## src/rtl/scancode_translate_key_fifo_defines.svh

```systemverilog
// ----------------------------------------------------------------------------
// Scancode translator assertion macros
// Shared concurrent assertion wrappers on clk_i with rst_ni disable.
// ----------------------------------------------------------------------------
`ifndef SCANCODE_TRANSLATE_KEY_FIFO_DEFINES_SVH
`define SCANCODE_TRANSLATE_KEY_FIFO_DEFINES_SVH

// Check a same-cycle implication
`define STKF_ASSERT_IMPL(lbl, ante, cons) \
  lbl: assert property (@(posedge clk_i) disable iff (!rst_ni) (ante) |-> (cons)) \
    else $error("same-cycle check failed");

// Check a next-cycle implication
`define STKF_ASSERT_NEXT(lbl, ante, cons) \
  lbl: assert property (@(posedge clk_i) disable iff (!rst_ni) (ante) |=> (cons)) \
    else $error("next-cycle check failed");

`endif

```

## src/rtl/stkf_pkg.sv

```systemverilog
// ----------------------------------------------------------------------------
// Scancode translator package
// Queue sizing, set 1 translation table and controller/datapath structs.
// ----------------------------------------------------------------------------
package stkf_pkg;

  localparam int unsigned FIFO_DEPTH = 128;
  localparam int unsigned PTR_W      = $clog2(FIFO_DEPTH);
  localparam int unsigned ENTRY_W    = 9;

  localparam logic [7:0] EXT_PREFIX = 8'hE0;
  localparam logic [6:0] SC_UP      = 7'h48;
  localparam logic [6:0] SC_LEFT    = 7'h4B;
  localparam logic [6:0] SC_RIGHT   = 7'h4D;
  localparam logic [6:0] SC_DOWN    = 7'h50;
  localparam logic [7:0] KEY_UP     = 8'hAD;
  localparam logic [7:0] KEY_LEFT   = 8'hAC;
  localparam logic [7:0] KEY_RIGHT  = 8'hAE;
  localparam logic [7:0] KEY_DOWN   = 8'hAF;

  localparam logic [7:0] SCAN_TABLE [128] = '{
    8'h00, 8'h1B, 8'h31, 8'h32, 8'h33, 8'h34, 8'h35, 8'h36,
    8'h37, 8'h38, 8'h39, 8'h30, 8'h2D, 8'h3D, 8'h7F, 8'h09,
    8'h71, 8'h77, 8'h65, 8'h72, 8'h74, 8'h79, 8'h75, 8'h69,
    8'h6F, 8'h70, 8'h5B, 8'h5D, 8'h0D, 8'hA3, 8'h61, 8'h73,
    8'h64, 8'h66, 8'h67, 8'h68, 8'h6A, 8'h6B, 8'h6C, 8'h3B,
    8'h27, 8'h60, 8'hB6, 8'h5C, 8'h7A, 8'h78, 8'h63, 8'h76,
    8'h62, 8'h6E, 8'h6D, 8'h2C, 8'h2E, 8'h2F, 8'hB6, 8'h2A,
    8'hB8, 8'hA2, 8'hBA, 8'hBB, 8'hBC, 8'hBD, 8'hBE, 8'hBF,
    8'hC0, 8'hC1, 8'hC2, 8'hC3, 8'hC4, 8'hC5, 8'h00, 8'h00,
    8'h00, 8'h00, 8'h00, 8'h00, 8'h00, 8'h00, 8'h00, 8'h00,
    8'h00, 8'h00, 8'h00, 8'h00, 8'h00, 8'h00, 8'h00, 8'h00,
    8'h00, 8'h00, 8'h00, 8'h00, 8'h00, 8'h00, 8'h00, 8'h00,
    8'h00, 8'h00, 8'h00, 8'h00, 8'h00, 8'h00, 8'h00, 8'hAD,
    8'h00, 8'hAC, 8'hAE, 8'h00, 8'hAF, 8'h00, 8'h00, 8'h00,
    8'h00, 8'h00, 8'h00, 8'h00, 8'h00, 8'h00, 8'h00, 8'h00,
    8'h00, 8'h00, 8'h00, 8'h00, 8'h00, 8'h00, 8'h00, 8'hA3
  };

  // Commands from the controller to the datapath
  typedef struct packed {
    logic scan;       // take a scan byte
    logic pop;        // issue a queue read and advance the read pointer
    logic load_zero;  // load an empty-queue result
    logic load_data;  // load the popped entry as the result
  } stkf_cmd_t;

  // Status from the datapath to the controller
  typedef struct packed {
    logic empty;
  } stkf_status_t;

  // Translate the low 7 bits of a set 1 code to a game key
  function automatic logic [7:0] translate(input logic ext, input logic [6:0] code7);
    logic [7:0] key;
    key = SCAN_TABLE[code7];
    if (ext) begin
      unique case (code7)
        SC_UP:    key = KEY_UP;
        SC_LEFT:  key = KEY_LEFT;
        SC_RIGHT: key = KEY_RIGHT;
        SC_DOWN:  key = KEY_DOWN;
        default:  key = SCAN_TABLE[code7];
      endcase
    end
    return key;
  endfunction

endpackage

```

## src/rtl/stkf_ram.sv

```systemverilog
// ----------------------------------------------------------------------------
// Generic RAM
// One write port and one read port with registered read data.
// ----------------------------------------------------------------------------
module stkf_ram #(
  parameter int unsigned WIDTH = 8,
  parameter int unsigned DEPTH = 16
) (
  input  logic                     clk_i,
  input  logic                     we_i,
  input  logic [$clog2(DEPTH)-1:0] waddr_i,
  input  logic [WIDTH-1:0]         wdata_i,
  input  logic                     re_i,
  input  logic [$clog2(DEPTH)-1:0] raddr_i,
  output logic [WIDTH-1:0]         rdata_o
);

  logic [WIDTH-1:0] mem_q [DEPTH];
  logic [WIDTH-1:0] rdata_q;

  // Write and registered read
  always_ff @(posedge clk_i) begin
    if (we_i) begin
      mem_q[waddr_i] <= wdata_i;
    end
    if (re_i) begin
      rdata_q <= mem_q[raddr_i];
    end
  end

  assign rdata_o = rdata_q;

endmodule

```

## src/rtl/stkf_datapath.sv

```systemverilog
// ----------------------------------------------------------------------------
// Scancode translator datapath
// Prefix flag, translation, queue pointers, key store and result register.
// ----------------------------------------------------------------------------
module stkf_datapath
  import stkf_pkg::*;
(
  input  logic         clk_i,
  input  logic         rst_ni,
  input  stkf_cmd_t    cmd_i,
  input  logic [7:0]   scan_byte_i,
  output stkf_status_t status_o,
  output logic         key_available_o,
  output logic         key_pressed_o,
  output logic [7:0]   key_code_o
);

  logic               ext_q, ext_d;
  logic [PTR_W-1:0]   wr_ptr_q, wr_ptr_d, wr_next;
  logic [PTR_W-1:0]   rd_ptr_q, rd_ptr_d, rd_next;
  logic               full;
  logic               push;
  logic [ENTRY_W-1:0] wdata;
  logic [ENTRY_W-1:0] rdata;
  logic               avail_q, avail_d;
  logic               pressed_q, pressed_d;
  logic [7:0]         code_q, code_d;

  // Wrap the pointers at the queue depth
  assign wr_next = (wr_ptr_q == PTR_W'(FIFO_DEPTH - 1)) ? '0 : wr_ptr_q + 1'b1;
  assign rd_next = (rd_ptr_q == PTR_W'(FIFO_DEPTH - 1)) ? '0 : rd_ptr_q + 1'b1;

  assign full           = (wr_next == rd_ptr_q);
  assign status_o.empty = (wr_ptr_q == rd_ptr_q);

  // Push any non-prefix byte unless the queue is full
  assign push  = cmd_i.scan && (scan_byte_i != EXT_PREFIX) && !full;
  assign wdata = {~scan_byte_i[7], translate(ext_q, scan_byte_i[6:0])};

  always_comb begin
    ext_d    = ext_q;
    wr_ptr_d = wr_ptr_q;
    rd_ptr_d = rd_ptr_q;
    if (cmd_i.scan) begin
      ext_d = (scan_byte_i == EXT_PREFIX);
    end
    if (push) begin
      wr_ptr_d = wr_next;
    end
    if (cmd_i.pop) begin
      rd_ptr_d = rd_next;
    end
  end

  // Hold the result word until the next load
  always_comb begin
    avail_d   = avail_q;
    pressed_d = pressed_q;
    code_d    = code_q;
    if (cmd_i.load_zero) begin
      avail_d   = 1'b0;
      pressed_d = 1'b0;
      code_d    = '0;
    end else if (cmd_i.load_data) begin
      avail_d   = 1'b1;
      pressed_d = rdata[8];
      code_d    = rdata[7:0];
    end
  end

  always_ff @(posedge clk_i or negedge rst_ni) begin
    if (!rst_ni) begin
      ext_q    <= 1'b0;
      wr_ptr_q <= '0;
      rd_ptr_q <= '0;
    end else begin
      ext_q    <= ext_d;
      wr_ptr_q <= wr_ptr_d;
      rd_ptr_q <= rd_ptr_d;
    end
  end

  always_ff @(posedge clk_i) begin
    avail_q   <= avail_d;
    pressed_q <= pressed_d;
    code_q    <= code_d;
  end

  stkf_ram #(
    .WIDTH (ENTRY_W),
    .DEPTH (FIFO_DEPTH)
  ) u_key_store (
    .clk_i   (clk_i),
    .we_i    (push),
    .waddr_i (wr_ptr_q),
    .wdata_i (wdata),
    .re_i    (cmd_i.pop),
    .raddr_i (rd_ptr_q),
    .rdata_o (rdata)
  );

  assign key_available_o = avail_q;
  assign key_pressed_o   = pressed_q;
  assign key_code_o      = code_q;

endmodule

```

## src/rtl/stkf_ctrl.sv

```systemverilog
// ----------------------------------------------------------------------------
// Scancode translator controller
// Sequences input words, queue reads and the output handshake.
// ----------------------------------------------------------------------------
module stkf_ctrl
  import stkf_pkg::*;
(
  input  logic         clk_i,
  input  logic         rst_ni,
  input  logic         in_valid_i,
  input  logic         in_kind_i,
  output logic         in_stall_o,
  output logic         out_valid_o,
  input  logic         out_stall_i,
  input  stkf_status_t status_i,
  output stkf_cmd_t    cmd_o
);

  typedef enum logic {
    ST_IDLE,
    ST_FETCH
  } state_e;

  state_e state_q, state_d;
  logic   out_valid_q, out_valid_d;
  logic   in_accept;
  logic   out_take;

  // Stall during a fetch or while a result word is blocked
  assign in_stall_o = (state_q == ST_FETCH) || (out_valid_q && out_stall_i);
  assign in_accept  = in_valid_i && !in_stall_o;
  assign out_take   = out_valid_q && !out_stall_i;

  assign cmd_o.scan      = in_accept && !in_kind_i;
  assign cmd_o.pop       = in_accept && in_kind_i && !status_i.empty;
  assign cmd_o.load_zero = in_accept && in_kind_i && status_i.empty;
  assign cmd_o.load_data = (state_q == ST_FETCH);

  // Advance state and the output valid flag
  always_comb begin
    state_d     = state_q;
    out_valid_d = out_valid_q;
    if (cmd_o.load_zero || cmd_o.load_data) begin
      out_valid_d = 1'b1;
    end else if (out_take) begin
      out_valid_d = 1'b0;
    end
    unique case (state_q)
      ST_IDLE:  if (cmd_o.pop) state_d = ST_FETCH;
      ST_FETCH: state_d = ST_IDLE;
      default:  state_d = ST_IDLE;
    endcase
  end

  always_ff @(posedge clk_i or negedge rst_ni) begin
    if (!rst_ni) begin
      state_q     <= ST_IDLE;
      out_valid_q <= 1'b0;
    end else begin
      state_q     <= state_d;
      out_valid_q <= out_valid_d;
    end
  end

  assign out_valid_o = out_valid_q;

endmodule

```

## src/rtl/scancode_translate_key_fifo.sv

```systemverilog
// ----------------------------------------------------------------------------
// Scancode translator with key queue
// Translates set 1 keyboard bytes into game keys and queues them for reads.
// ----------------------------------------------------------------------------
// Usage:
//   Input channel (in_valid_i / in_stall_o) carries one word: in_kind_i = 0
//   delivers a raw scan byte, in_kind_i = 1 requests one queued key.
//   A scan byte produces no result; 0xE0 arms the extended prefix, any other
//   byte is translated and queued, or dropped while the queue holds
//   FIFO_DEPTH-1 keys.
//   Output channel (out_valid_o / out_stall_i) returns one word per read:
//   key_available, press flag and key code, all zero for an empty queue.
//   Throughput: one scan byte per cycle while in_stall_o is low. A read of an
//   empty queue loads the result register and shows its result in the next
//   cycle. A read that pops a key passes through the registered read port of
//   the key store, then the result register; input stalls during the fetch.
//   While a result is stalled at the output register, in_stall_o is high and
//   no new word is taken; the result is held unchanged.
//   Reset clears the prefix flag, both queue pointers and the output valid;
//   the key store needs no clearing since only written entries are read.
// ----------------------------------------------------------------------------
`include "scancode_translate_key_fifo_defines.svh"

module scancode_translate_key_fifo
  import stkf_pkg::*;
(
  input  logic       clk_i,
  input  logic       rst_ni,
  input  logic       in_valid_i,
  output logic       in_stall_o,
  input  logic       in_kind_i,
  input  logic [7:0] in_scan_byte_i,
  output logic       out_valid_o,
  input  logic       out_stall_i,
  output logic       out_key_available_o,
  output logic       out_key_pressed_o,
  output logic [7:0] out_key_code_o
);

  stkf_cmd_t    cmd;
  stkf_status_t status;

  stkf_ctrl u_ctrl (
    .clk_i       (clk_i),
    .rst_ni      (rst_ni),
    .in_valid_i  (in_valid_i),
    .in_kind_i   (in_kind_i),
    .in_stall_o  (in_stall_o),
    .out_valid_o (out_valid_o),
    .out_stall_i (out_stall_i),
    .status_i    (status),
    .cmd_o       (cmd)
  );

  stkf_datapath u_datapath (
    .clk_i           (clk_i),
    .rst_ni          (rst_ni),
    .cmd_i           (cmd),
    .scan_byte_i     (in_scan_byte_i),
    .status_o        (status),
    .key_available_o (out_key_available_o),
    .key_pressed_o   (out_key_pressed_o),
    .key_code_o      (out_key_code_o)
  );

  // A pop is always followed by loading the fetched entry
  `STKF_ASSERT_NEXT(a_pop_then_load, cmd.pop, cmd.load_data)
  // No input word is taken while a fetch completes
  `STKF_ASSERT_IMPL(a_fetch_stalls_input, cmd.load_data, in_stall_o)
  // Never pop an empty queue
  `STKF_ASSERT_IMPL(a_no_pop_when_empty, status.empty, !cmd.pop)
  // A loaded key shows as available with valid raised
  `STKF_ASSERT_NEXT(a_load_data_valid, cmd.load_data, out_valid_o && out_key_available_o)

endmodule
```

## config.mk

```make
export PLATFORM = sky130hd
export DESIGN_NAME = scancode_translate_key_fifo
export DESIGN_NICKNAME = d
export VERILOG_FILES = /design/src/rtl/stkf_pkg.sv /design/src/rtl/stkf_ram.sv /design/src/rtl/stkf_datapath.sv /design/src/rtl/stkf_ctrl.sv /design/src/rtl/scancode_translate_key_fifo.sv
export VERILOG_INCLUDE_DIRS = /design/src /design/src/rtl
export SDC_FILE = /design/constraint.sdc
export NUM_CORES = 1
export LEC_CHECK = 0
export BUFFER_PORTS_ARGS = -buffer_cell sky130_fd_sc_hd__buf_2
export CELL_PAD_IN_SITES_DETAIL_PLACEMENT = 1
export CELL_PAD_IN_SITES_GLOBAL_PLACEMENT = 1
export CORE_MARGIN = 5
export CORE_UTILIZATION = 35
export DETAILED_ROUTE_END_ITERATION = 8
export PLACE_DENSITY = 0.53
export SKIP_LAST_GASP = 1
export SYNTH_ARGS = -nofsm -noshare
export SYNTH_HDL_FRONTEND = slang
export SYNTH_HIERARCHICAL = 1
export SYNTH_SLANG_ARGS = --single-unit
```

## constraint.sdc

```tcl
create_clock -name clk_i -period 20.9 [get_ports clk_i]
set_clock_uncertainty 0.05 [all_clocks]
set_input_delay 2.09 -clock clk_i [delete_from_list [all_inputs] [get_ports clk_i]]
set_output_delay 2.09 -clock clk_i [all_outputs]
set_load 0.01 [all_outputs]
```

Word level (Yosys, flattened, before mapping):

Memories as Yosys holds them, arrays and structs flattened. A register that Yosys moved wholly into a read port is not among the register bits.
Cells that the tools add are included.

* muxes and demuxes: 12
* bitwise operators: 3
* reductions and logical operators: 17
* add/subtract/negate cells: 2
* $lt $le $gt $ge: 1
* equality and inequality tests: 10

Operators by type and width (number)
* == test 7 bit (second input constant): 6
* case mux 8 bit (4 select lines): 1
* two-way mux 8 bit: 3
* adder 7 x 1 -> 7 bit (second input constant): 2
* == test 7 bit: 2
* two-way mux 7 bit: 2
* logical AND 1 bit: 9
* == test 8 bit (second input constant): 1
* greater-or-equal comparator 8 bit (second input constant): 1
* inequality test 8 bit (second input constant): 1
* NOT 7 -> 8 bit: 1
* logical NOT 1 bit: 5
* two-way mux 1 bit: 5
* logical OR 1 bit: 2
* NOT 1 bit: 2
* case mux 1 bit (2 select lines): 1
* nonzero test 2 bit: 1

* word-level logic and storage cells: 55
* register bits after elaboration: 27
* input port bits: 13
* bits in writable memories: 1152
* memory bits (read-only): 1024
* output and inout bits: 12
* memories: 2

Memory list
* u_datapath.u_key_store.mem_q: depth 128, bits a word 9, rd ports 1, clocked after memory_dff 1, write ports 1, RTL line stkf_ram.sv:18 `logic [WIDTH-1:0] mem_q [DEPTH];`
* (no name shown): depth 128, bits a word 8, rd ports 1, clocked after memory_dff 0, write ports 0, RTL line stkf_pkg.sv:56 `key = SCAN_TABLE[code7];`

Logic depth before layout (Yosys ltp):

Gate-level depths: netlist of run 1.

* depth after elaboration: 9
* depth in mapped cells: 12
* mapped depth without buffers: 9

Modules after synthesis:

Netlist of run 1, hierarchy kept.

By module, submodules not included
* stkf_ram: instances 1, cells each 1816, area each 44619.0 um^2, seq. area each 34863.4 um^2
* stkf_datapath: instances 1, cells each 302, area each 2413.6 um^2, seq. area each 575.6 um^2
* stkf_ctrl: instances 1, cells each 12, area each 148.9 um^2, seq. area each 50.0 um^2

Worst setup path after synthesis of run 1:

OpenSTA, ideal clock, no wires.

* kind: input port to flip-flop
* start: input port in_scan_byte_i[2]
* end: memory u_datapath/u_key_store/mem_q[0][3] (netlist bit) (data pin)
* setup time: 1.197 ns
* cell stages on the path: 7
* data arrival time: 8.261 ns
* required time: 19.653 ns
* path slack: 11.392 ns
* buffers on the path: 3
* cells stage by stage: buf_1 -> clkbuf_1 -> clkbuf_1 -> o221ai_1 -> o31ai_1 -> o21ai_0 -> o21ai_0

* word-level cells in the longest chain between the ends: 6
* elaborated cells between the ends (all ways): 10
* classes of those cells: eq/ne: 4; mux: 4; bitwise: 1; memory: 1

RTL lines
* start, declared: RTL line scancode_translate_key_fifo.sv:32 `input logic [7:0] in_scan_byte_i,`
* NOT 7 -> 8 bit (implied by the code): RTL line stkf_pkg.sv:56, stkf_pkg.sv:63
* memory (128 x 8 bit)
* two-way mux 8 bit (implied by the code) (2 in series): RTL line stkf_pkg.sv:56
* case mux 8 bit (4 select lines): RTL line stkf_pkg.sv:58 `unique case (code7)`
* two-way mux 8 bit (*): RTL line stkf_pkg.sv:57 `if (ext) begin`
* named net u_datapath.wdata[3]: RTL line stkf_datapath.sv:23 `logic [ENTRY_W-1:0] wdata;`
* end, declared: RTL line stkf_ram.sv:18

Mark *: on every way through the listed nets, which the timed path passes. The rest lies on a longest branch. The select of a mux whose other input is x is not followed.

Worst setup path after layout of run 1:

* start: input port in_scan_byte_i[0]
* end: memory u_datapath/u_key_store/mem_q[94][1] (netlist bit), enable pin

* word-level cells in the longest chain between the ends: 5

RTL lines
* inequality test 8 bit: RTL line stkf_datapath.sv:37 `assign push = cmd_i.scan && (scan_byte_i != EXT_PREFIX) && !full;`
* logical AND 1 bit (2 in series): RTL line stkf_datapath.sv:37
* named net u_datapath.push: RTL line stkf_datapath.sv:22 `logic push;`
* two-way mux 1 bit: RTL line stkf_ram.sv:23 `if (we_i) begin`
* two-way mux 1 bit (implied by the code): RTL line stkf_ram.sv:24 `mem_q[waddr_i] <= wdata_i;`

The timed path passes the listed nets, and every way through them passes these cells.

==> results.toml, run 1 <==
[cells_and_area]
drive_gt1_share_pct = 28.9
nets = 2238
syn2layout_area_growth_pct = 13.7

[global_route]
grt_remaining_overflow = 0
grt.total_usage_pct = 17.4
grt_pass1_wl_um = 177000
antenna_found_initial = 7
grt_pass1_vias = 23158
grt_max_degree = 85

[route]
final_antenna_net_count = 0
drc = 0
drt-pass1-iter-count = 5
drt_iter0_drc = 2147
routed_wl_um = 123000
avgRoutedWirePerCell_um = 30.2
vias = 22191
viasPerCell = 5.43

[clock_network]
clk_pin_slew_worst_paths_ns = 0.06
cts_resized = 0
numCtsBuffers = 131
cts_setup_buffers = 0
cts_tree = "done"
hold_buffers = 0
cts_root_buffer = "clkbuf_16"
clockBufferDepth = 3
insertion_delay_ns = 0.76
clock-sinks = 1188
cts_htree_levels = 4

[synth]
synthXorXnorAreaFrac_pct = 0.334
postSynthAreaPerCell_sq_um = 22.2
synth-compound-area-share_pct = 1.18
yosysSeqAreaShare_pct = 75.2
ys_ff_latch = 1188
syn-num-nets = 2155
synth_flop_cell = "edfxtp_1"
yosys_warnings = 6
synth_top_family_by_area = "multiplexers"
synthCells = 2130
synth.distinct_cells = 60
synth-edff-count = 1161
async_flop_share_pct = 1.43
synth-simple-area-share_pct = 2.81
synthMuxAreaShare_pct = 18.9
syn_area_sq_um = 47200
yosys.area_share.adder_pct = 0.318

[timing]
worstMarginPinSlew_ns = 1.27
fin_crit_ns = 5.76
drv_slew = 0
grt_setup_unrepaired = "false"
fmax_ghz = 0.174
finalHoldViolCount = 0
whs_ns = 0.422
fin_setup_tns_ns = 0
finalCritPeriodShare_pct = 27.6
finalSetupViolations = 0
maxSlewHeadroom_pct = 15.2

[worst_setup_path]
r2r_start = "u_datapath/wr_ptr_q[0]"
reg2reg_to = "u_datapath/u_key_store/mem_q[94][1]"
arrival_ns = 6.06
reg2reg_depth = 9
crit_required_ns = 21.20
crit_fanout = 14
ff2ff_setup_slack_ns = 15.46
worst_setup_path_start_kind = "primary input"
end_kind = "flip-flop"
worst-setup-path-type = "in -> reg"

[min_path]
min_path_cells = 2
hold_path_end = "u_datapath/key_available_o"
hold_class = "reg -> reg"
hp-start = "u_datapath/key_available_o"

[pwr]
clkPwrFrac_pct = 32.9
combPwrFrac_pct = 25.8
swShare_pct = 29.2
netSwitchingPower_mw = 2.00
powerDensity_nw_per_um2 = 127
max-vdd-ir-drop_uv = 60.0
p_total_mw = 6.83
p_int_mw = 4.84
seq_power_share_pct = 41.3
p_leak_nw = 16.3

[floorplan]
die_area_sq_um = 142000
coreArea_sq_um = 134000
start_util_pct = 35.3
die_h_um = 377
ios = 25
rows = 134
die_width_um = 377

[outcome]
status = "finished, final reports clean"

[placement]
io_buffers = 24
detailed_place_hpwl_um = 75500
place_congestion = 0.796

[job]
max-cap-violations = 0
-- per-layer routing --
metal / global-route usage, % / share of wire (%) / up-vias
li1: - / - / 9182
met1: 24.7 / 44 / 12200
met2: 27.1 / 47 / 661
met3: 4.27 / 6.7 / 148
met4: 4.70 / 2.2 / 0
met5: 0 / 0 / -
-- flip-flops by register name, indices dropped and copies added (netlist names) --
register	flops
u_datapath/ext_q	1
u_ctrl/state_q	1
u_datapath/u_key_store/rdata_o	9
u_datapath/key_code_o	8
u_datapath/key_pressed_o	1
u_datapath/rd_ptr_q	7
u_datapath/u_key_store/mem_q	1152
u_datapath/key_available_o	1
u_datapath/wr_ptr_q	7
u_ctrl/out_valid_o	1
-- cell usage after synthesis (13+ instances only) --
cell / number / share of area [%]
edfxtp_1: 1161 / 74
clkbuf_1: 70 / 0.56
nor2_1: 151 / 1.2
o21ai_0: 21 / 0.22
nand3_1: 21 / 0.22
nand2_1: 35 / 0.28
mux2i_1: 14 / 0.30
nor3_1: 14 / 0.15
buf_2: 17 / 0.18
buf_4: 13 / 0.21
buf_1: 18 / 0.14
dfrtp_1: 17 / 0.90
mux4_2: 383 / 18
a21oi_1: 19 / 0.20
-- worst max-delay path, cell delays in order --
cell      delay, ns
buf_2          0.23
inv_1          0.20
ha_1           0.35
nand3_1        0.13
nor4_1         0.08
nand2b_1       0.36
a21oi_2        0.57
nor2b_1        0.37
nand3_2        0.68
nor2_1         0.95
-- worst max path at each step --
stage                                 start                             endpoint  slack [ns]  depth (start not counted)
final                     in_scan_byte_i[0]  u_datapath/u_key_store/mem_q[94][1]       15.14                         10
after global routing      in_scan_byte_i[0]  u_datapath/u_key_store/mem_q[94][2]       14.99                         10
after CTS                 in_scan_byte_i[0]  u_datapath/u_key_store/mem_q[94][1]       15.18                         10
after detailed placement  in_scan_byte_i[0]  u_datapath/u_key_store/mem_q[94][1]       14.39                         10
after global placement    in_scan_byte_i[0]  u_datapath/u_key_store/mem_q[70][0]       14.49                         10
after floorplan           in_scan_byte_i[2]   u_datapath/u_key_store/mem_q[0][3]       11.39                          7
-- cells by family after synthesis --
kind of cell               after synthesis
AOI/OAI and AO/OA                       87
xor gates and xnor gates                18
adders and majority gates               12
buffers and inverters                  132
DFF                                   1188
muxes                                  411
and+or+nand+nor                        282
-- per-stage QoR --
stage / cell area [sq um] / std cells / setup WS [ns] / utilization, %
finish: 53600 / 4086 / 15.14 / 40.1
global route: 53600 / 4085 / 14.99 / 40.1
CTS: 53600 / 4085 / 15.18 / 40.1
detailed placement: 49400 / 3848 / 14.39 / 37.0
global placement: 49400 / 3848 / 14.49 / 37.0
floorplan: 47200 / 2130 / 11.39 / -
-- cells in the final DEF (no fill, tap or decap), types with 5 or more instances in the layout --
cell,Yosys,routed
a21oi_1,19,18
a31oi_1,10,10
buf_2,17,24
buf_4,13,46
bufinv_16,0,10
clkbuf_1,70,31
clkbuf_16,0,137
clkinv_1,0,28
clkinv_2,0,18
dfrtp_1,17,13
dfxtp_1,10,10
edfxtp_1,1161,1161
ha_1,12,12
inv_1,12,11
mux2_2,12,12
mux2i_1,14,14
mux4_2,383,383
nand2_1,35,34
nand2b_1,12,12
nand3_1,21,16
nand3_2,1,5
nand4_1,10,10
nor2_1,151,151
nor2b_1,12,12
nor3_1,14,14
o21ai_0,21,18
o221ai_1,5,5
or3_1,5,5
xnor2_1,10,10
xor2_1,8,8
-- power groups by stage --
stage	combinational [mW]	sequential, mW	clock (mW)
floorplan	1.24	2.78	0
global placement	1.79	2.87	0
detailed placement	1.80	2.87	0
CTS	1.81	2.82	2.32
global route	1.86	2.83	2.42
finish	1.76	2.82	2.25
-- area by class of cell --
cell class | count | area [sq um]
Inverter | 12 | 47.5
Sequential cell | 1188 | 35500
Fill cell | 12537 | 80200
Clock buffer | 168 | 3540
Clock inverter | 69 | 649
Multi-Input combinational cell | 810 | 11200
Tap cell | 1768 | 2210
Antenna cell | 1 | 2.50
Timing Repair Buffer | 70 | 465
No activity file was read; power rests on OpenSTA's default activity.
==> run 2, diff against run 1 <==
Settings changed: ABC_AREA set to 1, PLACE_DENSITY 0.53 to 0.57.
Clock period 20.9 ns to 5.55 ns, I/O delays scaled along.
==> results.toml, run 2 <==
[synth]
yosys_warnings = 6
yosys-top-cells-area = "edfxtp_1 70%, nand2_1 11%, nand3_1 11%"
synth-edff-count = 1161
synth_flop_cell = "edfxtp_1"
synthCells = 4398
yosysSeqAreaShare_pct = 71.0
synth_top_area_share_pct = 69.7
syn-num-nets = 4423
synth_top_cell_by_area = "edfxtp_1"
async_flop_share_pct = 1.43
postSynthAreaPerCell_sq_um = 11.4
synth_most_common_cell = "nand2_1"
yosys-top-cells-count = "1491 x nand2_1, 1161 x edfxtp_1, 1078 x nand3_1"
ys_ff_latch = 1188
syn_area_sq_um = 50000
synth.distinct_cells = 43

[placement]
detailed_place_hpwl_um = 87800
place_congestion = 0.843
io_buffers = 24
preCtsSetupSlack_ns = 1.24

[route]
drt_iter0_drc = 2276
viasPerCell = 5.19
drc = 0
vias = 32984
routed_wl_um = 149000
drt-pass1-iter-count = 5
final_antenna_net_count = 0
avgRoutedWirePerCell_um = 23.5

[worst_setup_path]
crit_required_ns = 5.87
end_kind = "flip-flop"
worst_path_most_repeated_cell = "nand2_4"
crit_family = "simple AND/OR/NAND/NOR gates"
worst_setup_path_start_kind = "flip-flop"
crit_fanout = 11
worst-setup-path-type = "reg -> reg"
arrival_ns = 4.51
cp_cell_sequence = "ha_1, nand2_4, nor2_8, nand2_4, nand3_1, nand2_1, nand2_2, nor2_4, nand3_4, nand2_4, inv_2, nand2_1, buf_4, nor2_1"
slowest_stage = "nor2_1"
cpPeakStageDelay_ns = 0.67
crit_buf_inv = 2

[floorplan]
ios = 25
start_util_pct = 35.3
die_width_um = 388
coreArea_sq_um = 142000
rows = 138
die_area_sq_um = 151000
die_h_um = 388

[timing]
finalSetupViolations = 0
fmax_ghz = 0.238
worstMarginPinSlew_ns = 1.17
drv_slew = 0
fin_setup_tns_ns = 0
finalHoldViolCount = 0
maxSlewHeadroom_pct = 21.4
finalCritPeriodShare_pct = 75.6
fin_crit_ns = 4.20
grt_setup_unrepaired = "false"
setup_ws_ns = 1.35

[cells_and_area]
layout_commonest_cell = "nand2_1"
nets = 4378
largest_register = "u_datapath/u_key_store/mem_q"
syn2layout_area_growth_pct = 11.7
final_cell_mix = "1486 x nand2_1, 1161 x edfxtp_1, 1077 x nand3_1"
drive_gt1_share_pct = 7.20
largest_reg_flops = 1152

[clock_network]
insertion_delay_ns = 0.76
cts_htree_levels = 4
clk_pin_slew_worst_paths_ns = 0.06
cts_setup_buffers = 0
cts_root_buffer = "clkbuf_16"
clockBufferDepth = 3
clock-sinks = 1188
numCtsBuffers = 136
cts_tree = "done"

[pwr]
netSwitchingPower_mw = 10.5
p_leak_nw = 19.9
swShare_pct = 37.6
p_int_mw = 17.4
seq_power_share_pct = 37.4
powerDensity_nw_per_um2 = 499
clkPwrFrac_pct = 31.1
max-vdd-ir-drop_uv = 677
combPwrFrac_pct = 31.6

[global_route]
grt_pass1_vias = 34024
grt_pass1_wl_um = 223000
grt_remaining_overflow = 0
antenna_found_initial = 3
grt.total_usage_pct = 19.5
grt_max_degree = 194

[min_path]
hold_class = "in -> reg"

[outcome]
status = "finished, final reports clean"

[job]
max-cap-violations = 0
## run 2: worst paths after layout
path,from,slack (ns),depth (start not counted),to
min,in_kind_i,0.06,3,u_ctrl/state_q
max reg2reg,u_datapath/wr_ptr_q[1],1.35,14,u_datapath/u_key_store/mem_q[44][3]
max,u_datapath/wr_ptr_q[1],1.35,14,u_datapath/u_key_store/mem_q[44][3]
min reg2reg,u_datapath/key_code_o[6],0.41,2,u_datapath/key_code_o[6]
max in group asynchronous,rst_ni,4.73,2,u_datapath/rd_ptr_q[3]
min in group asynchronous,rst_ni,0.27,2,u_ctrl/out_valid_o
## run 2: per-stage QoR
| step | area [sq um] | std cells | power [mW] | hold WS [ns] | util, % |
|---|---|---|---|---|---|
| after floorplan | 50000 | 4398 | 16.2 | 0.209 | - |
| after global placement | 51500 | 6102 | 19.4 | 0.400 | 36.4 |
| after CTS | 55800 | 6350 | 28.2 | 0.00759 | 39.4 |
| after global routing | 55800 | 6350 | 29.3 | 0.0378 | 39.4 |
| after detailed placement | 51500 | 6102 | 19.5 | 0.406 | 36.4 |
| final | 55800 | 6351 | 27.8 | 0.0550 | 39.4 |
## run 2: repair_timing
action / CTS / global route
resized for setup: 0 / 0
hold buffers: 3 / 0
hold endpoints to repair: 18 / 0
## run 2: area by class of cell
class | count | area (sq um)
Clock inverter | 72 | 581
Multi-Input combinational cell | 2864 | 12600
Clock buffer | 173 | 3690
Sequential cell | 1188 | 35500
Inverter | 74 | 324
Fill cell | 15169 | 85900
Tap cell | 1890 | 2360
Antenna cell | 1 | 2.50
Timing Repair Buffer | 89 | 753
## run 2: layer usage
| layer | wire length (um) | vias up | GRT usage, % |
|---|---|---|---|
| li1 | - | 15296 | - |
| met2 | 72400 | 662 | 32.7 |
| met5 | 0 | - | 0 |
| met4 | 3190 | 0 | 5.14 |
| met3 | 5750 | 178 | 2.62 |
| met1 | 68100 | 16848 | 26.7 |
## run 2: power by group through the flow
stage	registers, mW	clock network, mW	logic [mW]
finish	10.4	8.65	8.79
global route	10.4	9.26	9.59
CTS	10.4	8.87	8.91
detailed placement	10.6	0	8.87
global placement	10.6	0	8.81
floorplan	10.4	0	5.81
## run 2: cells by family after synthesis
logic type,synth area share (%)
xor+xnor,0.228
flops,71.0
fa+ha+maj,0.300
compound gates,0.713
simple gates,23.8
buf+inv,3.95
mux,0.0225
## run 2: worst reg2reg max path, delay by kind of cell (launching register included)
| family | cells | cell delay (ns) |
|---|---|---|
| and+or+nand+nor | 11 | 2.09 |
| buffers and inverters | 2 | 0.68 |
| DFF | 1 | 0.60 |
| adders and majority gates | 1 | 0.37 |
==> run 3, diff against run 2 <==
Settings changed: ABC_AREA 1 to 0, PLACE_DENSITY 0.57 to 0.53.
Clock period 5.55 ns to 4 ns, I/O delays scaled along.
==> results.toml, run 3 (synthesized netlist as in run 1, its figures left out) <==
[floorplan]
die_h_um = 377
coreArea_sq_um = 134000
ios = 25
die_area_sq_um = 142000
start_util_pct = 35.3
die_width_um = 377
rows = 134

[worst_setup_path]
crit_required_ns = 4.30
worstSetupEndpoint = "u_datapath/u_key_store/mem_q[13][8]"
arrival_ns = 4.07
r2r_start = "u_datapath/wr_ptr_q[1]"
worst_setup_path_start_kind = "flip-flop"
critical_path.startpoint = "u_datapath/wr_ptr_q[1]"
ff2ff_setup_slack_ns = 0.23
worst-setup-path-type = "reg -> reg"
reg2reg_to = "u_datapath/u_key_store/mem_q[13][8]"
end_kind = "flip-flop"
reg2reg_depth = 10
crit_fanout = 11

[route]
drt_iter0_drc = 1974
avgRoutedWirePerCell_um = 29.5
drt-pass1-iter-count = 5
routed_wl_um = 122000
drc = 0
final_antenna_net_count = 0
vias = 22205
viasPerCell = 5.37

[timing]
grt_setup_unrepaired = "false"
fin_setup_tns_ns = 0
fmax_ghz = 0.265
worstMarginPinSlew_ns = 1.17
whs_ns = 0.132
finalSetupViolations = 0
finalHoldViolCount = 0
drv_slew = 0
finalCritPeriodShare_pct = 94.3
maxSlewHeadroom_pct = 22.0
fin_crit_ns = 3.77

[pwr]
powerDensity_nw_per_um2 = 659
max-vdd-ir-drop_uv = 452
p_leak_nw = 16.7
p_total_mw = 35.8

[global_route]
antenna_found_initial = 12
grt_max_degree = 129
grt_remaining_overflow = 0
grt_pass1_vias = 23820
grt.total_usage_pct = 17.3
grt_pass1_wl_um = 176000

[clock_network]
clockBufferDepth = 3
insertion_delay_ns = 0.74
cts_root_buffer = "clkbuf_16"
hold_buffers = 5
cts_resized = 0
cts_tree = "done"
numCtsBuffers = 130
cts_setup_buffers = 0
clk_pin_slew_worst_paths_ns = 0.06
clock-sinks = 1188
cts_htree_levels = 4

[placement]
place_area_sq_um = 50200
detailed_place_hpwl_um = 76400
io_buffers = 24
place_congestion = 0.799

[cells_and_area]
nets = 2297
layout_commonest_cell = "edfxtp_1"
largest_register = "u_datapath/u_key_store/mem_q"
drive_gt1_share_pct = 30.5
largest_reg_flops = 1152
syn2layout_area_growth_pct = 15.2
final_cell_mix = "1161 x edfxtp_1, 383 x mux4_2, 151 x nor2_1"
finalInstanceArea_sq_um = 54300

[min_path]
hold_class = "in -> async"

[outcome]
status = "finished, final reports clean"

[job]
max-cap-violations = 0
run 3: cell types whose count changed in the layout (fill, tap and decap cells not counted), sizes merged, moves of 20 or more:
cell and change:
inv -56, nor2 -20, mux4 +383, buf +39
nand3 -1059, nand2 -1466
run 3: worst min path at each step:
stage	endpoint	depth (start not counted)	startpoint	slack, ns
after floorplan	u_ctrl/out_valid_o	0	rst_ni	0.05
after global placement	u_ctrl/out_valid_o	1	rst_ni	0.35
after detailed placement	u_ctrl/out_valid_o	1	rst_ni	0.36
after CTS	u_ctrl/out_valid_o	2	rst_ni	0.09
after global routing	u_ctrl/state_q	2	rst_ni	0.13
final	u_ctrl/state_q	2	rst_ni	0.13
run 3: where the power goes:
group          switching (mW)  internal [mW]
clock network            4.80           6.63
registers               0.237           14.1
logic                    5.45           4.63
total                    10.5           25.3
run 3: metal layers:
layer / vias up / track usage [%] / wire length (um)
li1: 9278 / - / -
met1: 12249 / 23.4 / 52800
met2: 526 / 28.6 / 60400
met3: 152 / 3.51 / 6120
met4: 0 / 4.88 / 2910
met5: - / 0 / 0
run 3: per-stage QoR:
stage / instances / worst slack (ns) / util (%)
floorplan: 2130 / -1.67 / -
global placement: 3903 / 0.215 / 37.6
detailed placement: 3903 / 0.251 / 37.6
CTS: 4135 / 0.233 / 40.6
global route: 4135 / 0.0344 / 40.6
finish: 4137 / 0.229 / 40.6
run 3: critical path, cell delays in order (launching register included):
cell and delay (ns):
dfrtp_1 0.36, ha_1 0.32, nand2_1 0.17, or3_1 0.34, a21oi_1 0.25, nor4_2 0.11, a21oi_2 0.20, buf_4 0.23
nand3_1 0.20, buf_4 0.24, nor2_1 0.88
run 3: cell type report:
class	count	area, sq um
repair buffers	130	1290
flip-flops and latches	1188	35500
well taps	1768	2210
fillers	12528	79500
clock inverters	69	608
inverters	12	53.8
multi-input cells	810	11200
clock buffers	158	3430
diodes	2	5.00
